===== src/sv/assert_macros.svh =====
// Assertion macros used by the top-level RTL file.
`ifndef ASSERT_MACROS_SVH
`define ASSERT_MACROS_SVH

// Clocked check, disabled while reset is asserted.
`define CHECK_CLK(label, prop, msg) \
    label: assert property (@(posedge clk) disable iff (!rst_n) (prop)) \
        else $error(msg);

// Clocked check that also runs during reset.
`define CHECK_ALWAYS(label, prop, msg) \
    label: assert property (@(posedge clk) (prop)) else $error(msg);

`endif


===== src/sv/jcs_pkg.sv =====
// Shared types and constants of the comment stripper.
package jcs_pkg;

    localparam logic [7:0] CH_SLASH  = 8'h2F;
    localparam logic [7:0] CH_STAR   = 8'h2A;
    localparam logic [7:0] CH_QUOTE  = 8'h22;
    localparam logic [7:0] CH_BSLASH = 8'h5C;
    localparam logic [7:0] CH_CR     = 8'd13;
    localparam logic [7:0] CH_LF     = 8'd10;

    localparam int OUT_DEPTH_DEF = 4;

    typedef logic [7:0] byte_t;

    typedef struct packed {
        byte_t kept_byte;
        logic  byte_valid;
        logic  end_of_run;
    } result_t;

    // Pending-skip tracking inside comments.
    typedef enum logic [3:0] {
        SKIP_NONE   = 4'b0001,
        SKIP_BSL    = 4'b0010,
        SKIP_BSL_CR = 4'b0100,
        SKIP_STAR   = 4'b1000
    } skip_t;

    typedef struct packed {
        logic in_string;
        logic in_line_comment;
        logic in_block_comment;
        logic held_valid;
    } flt_status_t;

    typedef struct packed {
        logic room;
        logic empty;
    } q_status_t;

endpackage


===== src/sv/jcs_filter.sv =====
// Comment filter: mode flags, slash lookahead and per-word decision.
module jcs_filter (
    input  logic              clk,
    input  logic              rst_n,
    input  logic              take,
    input  jcs_pkg::byte_t    text_byte,
    input  logic              end_of_text,
    output jcs_pkg::result_t  res0,
    output jcs_pkg::result_t  res1,
    output logic [1:0]        push_count,
    output jcs_pkg::flt_status_t status
);
    import jcs_pkg::*;

    logic  str_reg, str_next;
    logic  line_reg, line_next;
    logic  blk_reg, blk_next;
    logic  held_reg, held_next;
    skip_t skip_reg, skip_next;
    logic  done;
    logic  fresh;
    logic [1:0] cnt;

    always_comb
    begin
        str_next  = str_reg;
        line_next = line_reg;
        blk_next  = blk_reg;
        held_next = held_reg;
        skip_next = skip_reg;
        done      = 1'b0;
        fresh     = 1'b0;
        cnt       = 2'd0;
        res0      = '0;
        res1      = '0;

        if (line_reg)
        begin
            if (skip_reg == SKIP_BSL_CR)
            begin
                skip_next = SKIP_NONE;
                done      = (text_byte == CH_LF);
            end
            else if (skip_reg == SKIP_BSL)
            begin
                done = 1'b1;
                if (text_byte == CH_CR)
                    skip_next = SKIP_BSL_CR;
                else if (text_byte == CH_BSLASH)
                    skip_next = SKIP_BSL;
                else
                    skip_next = SKIP_NONE;
            end
            if (!done)
            begin
                skip_next = SKIP_NONE;
                if (text_byte == CH_CR || text_byte == CH_LF)
                    line_next = 1'b0;
                else if (text_byte == CH_BSLASH)
                    skip_next = SKIP_BSL;
            end
        end
        else if (blk_reg)
        begin
            if (skip_reg == SKIP_STAR && text_byte == CH_SLASH)
            begin
                blk_next  = 1'b0;
                skip_next = SKIP_NONE;
            end
            else
                skip_next = (text_byte == CH_STAR) ? SKIP_STAR : SKIP_NONE;
        end
        else if (held_reg)
        begin
            held_next = 1'b0;
            skip_next = SKIP_NONE;
            if (text_byte == CH_SLASH)
                line_next = 1'b1;
            else if (text_byte == CH_STAR)
                blk_next = 1'b1;
            else
            begin
                // release the held slash ahead of this word
                res0  = '{kept_byte: CH_SLASH, byte_valid: 1'b1, end_of_run: 1'b0};
                cnt   = 2'd1;
                fresh = 1'b1;
            end
        end
        else
        begin
            skip_next = SKIP_NONE;
            fresh     = 1'b1;
        end

        if (fresh)
        begin
            if (!str_reg && text_byte == CH_SLASH)
                held_next = 1'b1;
            else
            begin
                if (text_byte == CH_QUOTE)
                    str_next = !str_reg;
                if (cnt == 2'd0)
                    res0 = '{kept_byte: text_byte, byte_valid: 1'b1, end_of_run: 1'b0};
                else
                    res1 = '{kept_byte: text_byte, byte_valid: 1'b1, end_of_run: 1'b0};
                cnt = cnt + 2'd1;
            end
        end

        if (end_of_text)
        begin
            // flush lookahead, emit empty marker if nothing else goes out
            if (held_next)
            begin
                if (cnt == 2'd0)
                    res0 = '{kept_byte: CH_SLASH, byte_valid: 1'b1, end_of_run: 1'b0};
                else
                    res1 = '{kept_byte: CH_SLASH, byte_valid: 1'b1, end_of_run: 1'b0};
                cnt = cnt + 2'd1;
            end
            if (cnt == 2'd0)
            begin
                res0 = '0;
                cnt  = 2'd1;
            end
            if (cnt == 2'd1)
                res0.end_of_run = 1'b1;
            else
                res1.end_of_run = 1'b1;
            str_next  = 1'b0;
            line_next = 1'b0;
            blk_next  = 1'b0;
            held_next = 1'b0;
            skip_next = SKIP_NONE;
        end
    end

    assign push_count = take ? cnt : 2'd0;

    always_ff @(posedge clk or negedge rst_n)
    begin
        if (!rst_n)
        begin
            str_reg  <= 1'b0;
            line_reg <= 1'b0;
            blk_reg  <= 1'b0;
            held_reg <= 1'b0;
            skip_reg <= SKIP_NONE;
        end
        else if (take)
        begin
            str_reg  <= str_next;
            line_reg <= line_next;
            blk_reg  <= blk_next;
            held_reg <= held_next;
            skip_reg <= skip_next;
        end
    end

    assign status = '{in_string: str_reg, in_line_comment: line_reg,
                      in_block_comment: blk_reg, held_valid: held_reg};

endmodule


===== src/sv/jcs_out_queue.sv =====
// Result queue: takes up to two words a cycle, delivers one unless out_stall.
module jcs_out_queue #(
    parameter int DEPTH = jcs_pkg::OUT_DEPTH_DEF
) (
    input  logic                       clk,
    input  logic                       rst_n,
    input  jcs_pkg::result_t           push0,
    input  jcs_pkg::result_t           push1,
    input  logic [1:0]                 push_count,
    input  logic                       out_stall,
    output logic                       out_valid,
    output jcs_pkg::result_t           head,
    output jcs_pkg::q_status_t         status,
    output logic [$clog2(DEPTH+1)-1:0] fill_count
);
    import jcs_pkg::*;

    // DEPTH: power of two, at least 2
    localparam int PTR_W = $clog2(DEPTH);
    localparam int CNT_W = $clog2(DEPTH + 1);

    result_t            mem_reg [DEPTH];
    logic [PTR_W-1:0]   wr_ptr_reg, wr_ptr_next;
    logic [PTR_W-1:0]   rd_ptr_reg, rd_ptr_next;
    logic [CNT_W-1:0]   count_reg, count_next;
    logic               pop;
    logic [PTR_W-1:0]   wr_ptr_plus1;

    assign pop          = (count_reg != '0) && !out_stall;
    assign wr_ptr_plus1 = wr_ptr_reg + PTR_W'(1);
    assign wr_ptr_next  = wr_ptr_reg + PTR_W'(push_count);
    assign rd_ptr_next  = rd_ptr_reg + PTR_W'(pop);
    assign count_next   = count_reg + CNT_W'(push_count) - CNT_W'(pop);

    always_ff @(posedge clk)
    begin
        if (push_count != 2'd0)
            mem_reg[wr_ptr_reg] <= push0;
        if (push_count == 2'd2)
            mem_reg[wr_ptr_plus1] <= push1;
    end

    always_ff @(posedge clk or negedge rst_n)
    begin
        if (!rst_n)
        begin
            wr_ptr_reg <= '0;
            rd_ptr_reg <= '0;
            count_reg  <= '0;
        end
        else
        begin
            wr_ptr_reg <= wr_ptr_next;
            rd_ptr_reg <= rd_ptr_next;
            count_reg  <= count_next;
        end
    end

    assign out_valid  = (count_reg != '0);
    assign head       = mem_reg[rd_ptr_reg];
    assign fill_count = count_reg;
    assign status     = '{room: (count_reg <= CNT_W'(DEPTH - 2)), empty: (count_reg == '0)};

endmodule


===== src/sv/json_comment_stripper.sv =====
// Top level of the comment stripper: input register, filter, result queue.
// Strips // and /* */ comments from a byte stream, one input word per clock.
// A word goes from the input register through the filter into a small result
// queue; its first result shows on out_valid once the queue has taken it, which
// waits while the queue lacks room. Most words yield one result. A held slash
// released ahead of the next byte yields two; one flushed at end_of_text yields
// one. The output port delivers one word a cycle unless out_stall, so a run of
// such words is paced by that port. The input stalls only when the queue has
// fewer than two free entries (queue depth OUT_DEPTH).
module json_comment_stripper #(
    parameter int OUT_DEPTH = jcs_pkg::OUT_DEPTH_DEF
) (
    input  logic           clk,
    input  logic           rst_n,
    input  logic           in_valid,
    output logic           in_stall,
    input  jcs_pkg::byte_t text_byte,
    input  logic           end_of_text,
    output logic           out_valid,
    input  logic           out_stall,
    output jcs_pkg::byte_t kept_byte,
    output logic           byte_valid,
    output logic           end_of_run
);
    import jcs_pkg::*;

    `include "assert_macros.svh"

    logic        stage_valid_reg, stage_valid_next;
    byte_t       stage_byte_reg;
    logic        stage_last_reg;
    logic        take;
    logic        accept;
    result_t     res0, res1, head;
    logic [1:0]  push_count;
    flt_status_t flt_status;
    q_status_t   q_status;
    logic [$clog2(OUT_DEPTH+1)-1:0] fill_count;

    assign take     = stage_valid_reg && q_status.room;
    assign in_stall = stage_valid_reg && !q_status.room;
    assign accept   = in_valid && !in_stall;

    always_comb
    begin
        stage_valid_next = stage_valid_reg;
        if (accept)
            stage_valid_next = 1'b1;
        else if (take)
            stage_valid_next = 1'b0;
    end

    always_ff @(posedge clk or negedge rst_n)
    begin
        if (!rst_n)
            stage_valid_reg <= 1'b0;
        else
            stage_valid_reg <= stage_valid_next;
    end

    always_ff @(posedge clk)
    begin
        if (accept)
        begin
            stage_byte_reg <= text_byte;
            stage_last_reg <= end_of_text;
        end
    end

    jcs_filter u_filter (
        .clk         (clk),
        .rst_n       (rst_n),
        .take        (take),
        .text_byte   (stage_byte_reg),
        .end_of_text (stage_last_reg),
        .res0        (res0),
        .res1        (res1),
        .push_count  (push_count),
        .status      (flt_status)
    );

    jcs_out_queue #(
        .DEPTH (OUT_DEPTH)
    ) u_queue (
        .clk        (clk),
        .rst_n      (rst_n),
        .push0      (res0),
        .push1      (res1),
        .push_count (push_count),
        .out_stall  (out_stall),
        .out_valid  (out_valid),
        .head       (head),
        .status     (q_status),
        .fill_count (fill_count)
    );

    assign kept_byte  = head.kept_byte;
    assign byte_valid = head.byte_valid;
    assign end_of_run = head.end_of_run;

    `CHECK_CLK(a_fill_bound, fill_count <= ($clog2(OUT_DEPTH+1))'(OUT_DEPTH), "queue overfilled")
    `CHECK_CLK(a_take_emits, take && stage_last_reg |-> push_count != 2'd0, "end word lost")
    `CHECK_CLK(a_end_clears, take && stage_last_reg |=> flt_status == '0, "state not cleared")
    `CHECK_CLK(a_one_comment, !(flt_status.in_line_comment && flt_status.in_block_comment), "two comment modes")

endmodule


===== config.mk =====
export PLATFORM = sky130hd
export DESIGN_NAME = json_comment_stripper
export DESIGN_NICKNAME = d
export VERILOG_FILES = /design/src/sv/jcs_pkg.sv /design/src/sv/jcs_filter.sv /design/src/sv/jcs_out_queue.sv /design/src/sv/json_comment_stripper.sv
export VERILOG_INCLUDE_DIRS = /design/src /design/src/sv
export SDC_FILE = /design/constraint.sdc
export NUM_CORES = 1
export LEC_CHECK = 0
export BUFFER_PORTS_ARGS = -buffer_cell sky130_fd_sc_hd__buf_2
export CAP_MARGIN = 20
export CORE_MARGIN = 10
export CORE_UTILIZATION = 50
export DETAILED_ROUTE_END_ITERATION = 8
export HOLD_SLACK_MARGIN = 0.15
export PLACE_DENSITY_LB_ADDON = 0.12
export SKIP_CTS_REPAIR_TIMING = 1
export SYNTH_ARGS = -nofsm -noshare
export SYNTH_HDL_FRONTEND = slang
export SYNTH_HIERARCHICAL = 1
export SYNTH_SLANG_ARGS = --single-unit

===== constraint.sdc =====
create_clock -name clk -period 4.2 [get_ports clk]
set_input_delay 0.21 -clock clk [delete_from_list [all_inputs] [get_ports clk]]
set_output_delay 0.21 -clock clk [all_outputs]
set_load 0.01 [all_outputs]

==> summary.txt <==
Status
  • Status: finished, final reports clean

Critical path
  • Critical path buffers and inverters: 1
  • Reg2reg start: stage_byte_reg[4]$_DFFE_PP_
  • Crit path DAT: about 4 ns
  • WP data required: about 4.2 ns
  • Reg-to-reg slack, setup: between 0.2 and 0.3 ns
  • Worst reg2reg endpoint: u_queue/mem_reg[1][1]$_DFFE_PP_
  • Depth of the worst register-to-register path: 11
  • Startpoint Class: flop
  • CP max FO: 10
  • Crit-path leading delay family: simple AND/OR/NAND/NOR gates
  • Max incr delay on CP: 0.73 ns
  • Setup Crit Path Kind: flop to flop
  • CP most frequent cell: ha_1
  • Critical Path Slowest Stage Cell: nor2_1
  • Worst path cell trace: or3_4, or4_4, inv_1, ha_1, nand2_1, ha_1, a31oi_1, a22o_1, and2b_1, a21oi_1, nor2_1
  • Critical Path End Type: flop

CTS
  • Worst-path clk slew: roughly 0.070 ns
  • Clock sink count: between 60 and 70
  • Root Buffer: clkbuf_8
  • Clk_lat worst skew: around 0.35 ns
  • H-tree Lvls: 3
  • CTS tree: built
  • CTS Buf Count: 9
  • Clock Tree Buf Depth: 2

Floorplanning
  • Starting Density: between 50% and 60%
  • IO Count: 25
  • Die area: roughly 11000 um2
  • Die H: 105.1 um
  • Core Area: roughly 6900 um2
  • Die width: approximately 110 um
  • Placement Rows: 30

Worst hold path
  • Worst hold path stage count: 3
  • Hold Startpoint: out_stall
  • Min-Delay Path Class: primary input to flop
  • Min-Delay Endpoint: u_queue/rd_ptr_reg[1]$_DFF_PN0_

Routing
  • Post-Route WL: a little under 8 mm
  • Vias/cell: about 5.6
  • Average routed wire per standard cell: about 19 um
  • First DRT Iteration DRCs: slightly above 200
  • Pre-antenna DRT Iters: 4
  • Drt drc: 0
  • Antenna viol nets, final: 0
  • Vias: 2392

Layout
  • Fillers: a little under 600
  • Multi-input gate area: around 1600 um2
  • Share of cells above drive strength 1: between 30% and 40%
  • Ant. Diodes: 0
  • Max FFs per register: 40
  • Synth-to-Final Area Change: 14.94%
  • Post-layout nets: 344
  • Register area: between 1500 and 2000 um2

STA
  • Final hold violations: 0
  • F_max: 254.6 MHz
  • Least-Margin Pin Slew: 0.9509 ns
  • Setup-failing EPs final: 0
  • Final clock period utilization by the worst path: between 90% and 100%
  • RSZ-0062 raised after global routing: no
  • Max-slew headroom: a little over a third
  • Worst hold slack: 0.2046 ns
  • Final min period: just under 4 ns
  • Final Skew: about 0.015 ns
  • TNS Setup: 0 ns
  • Slew Viols, Final: 0

Global routing
  • Overall Global Routing Usage: ~14%
  • First-pass GRT wire length: around 13 mm
  • GR Overflow Total: 0
  • Vias in the first global route: about 2400
  • Antenna violations before repair: 0
  • Largest net degree at the start of global routing: 17

Power
  • VDD IR max: between 300 and 400 uV
  • Sequential share of power: ~45%
  • Int Pwr: between 1.5 and 2 mW
  • Leakage: between 1.5 and 2 nW
  • Pwr per Cell Area: slightly below 600 nW/um2
  • Clock share of power: about 18%
  • Comb power frac: roughly 37%
  • Psw: 0.8673 mW
  • Switching Share: 35.11%

Placed design
  • Routability cong.: between 0.8 and 0.9
  • Count of input and output buffers: 24
  • Post-DP HPWL: around 5.4 mm

Yosys
  • Synth Cell Area: ~3600 um2
  • Synth Instances: roughly 280
  • Synth warnings: 6
  • Syn_nets: approximately 300
  • Syn_area_per_cell: 13.01 um2

Job
  • Max-cap violations: 0
-- cells in the final DEF (no fill, tap or decap), types with 6 or more instances in the layout --
cell type and n:
edfxtp_1 49, mux2_2 40, buf_2 24, nand2_1 16
dfrtp_1 15, inv_1 14, nor2_1 12, dlygate4sd3_1 11
mux4_2 10, clkbuf_8 9, a21oi_1 9, o21ai_0 9
buf_4 9, nor3_1 6, a21o_2 6, ha_1 6
-- cell type report --
type	count	area share (%)
inverter	14	1.264
clock inverter	5	0.8426
sequential	65	45.05
clock buffer	11	3.160
multi-input combinational	190	39.63
tap	96	2.889
timing repair buffer	44	7.162
-- worst max path at each step --
stage	startpoint	slack, ns	end	cells after the start
floorplan	u_filter/line_reg$_DFFE_PN0P_	0.52	u_queue/mem_reg[3][0]$_DFFE_PP_	12
global placement	stage_byte_reg[4]$_DFFE_PP_	0.39	u_queue/mem_reg[1][4]$_DFFE_PP_	11
detailed placement	stage_byte_reg[7]$_DFFE_PP_	0.29	u_queue/mem_reg[1][6]$_DFFE_PP_	12
CTS	stage_byte_reg[4]$_DFFE_PP_	0.25	u_queue/mem_reg[1][5]$_DFFE_PP_	12
global route	stage_byte_reg[4]$_DFFE_PP_	0.05	u_queue/mem_reg[1][1]$_DFFE_PP_	11
finish	stage_byte_reg[4]$_DFFE_PP_	0.27	u_queue/mem_reg[1][1]$_DFFE_PP_	11
-- per-layer routing --
layer  up-vias  routed length, um  track usage [%]  share of wire (%)
li1       1152                  -                -                  -
met1      1164               3584            19.18                 45
met2        64               3720            22.33                 47
met3        12                430            2.580                5.5
met4         0                143            6.569                1.8
met5         -                  0                0                  0
-- stage by stage --
step | total power, mW | cell area [um2] | util, % | cells | setup slack, ns
6_report | 2.470 | 4158 | 60.20 | 425 | 0.2718
5_1_grt | 2.624 | 4158 | 60.20 | 425 | 0.04534
4_1_cts | 2.486 | 4048 | 58.61 | 414 | 0.2535
3_5_place_dp | 2.023 | 3881 | 56.20 | 398 | 0.2910
3_3_place_gp | 2.008 | 3881 | 56.20 | 398 | 0.3903
2_1_floorplan | 1.729 | 3617 | - | 278 | 0.5245
-- power groups by stage --
stage	Clock (mW)	Combinational [mW]	Sequential (mW)
after CTS	0.466	0.919	1.10
final	0.455	0.914	1.10
after global routing	0.492	1.01	1.13
after detailed placement	0	0.908	1.12
after global placement	0	0.897	1.11
after floorplan	0	0.721	1.01
-- worst register-to-register path, cell delays in order, from the launching register on --
cell,delay (ns)
edfxtp_1,0.44
or3_4,0.42
or4_4,0.55
inv_1,0.11
ha_1,0.16
nand2_1,0.09
ha_1,0.37
a31oi_1,0.10
a22o_1,0.28
and2b_1,0.23
a21oi_1,0.06
nor2_1,0.73
Note: power is estimated with default switching activity, not from simulation.
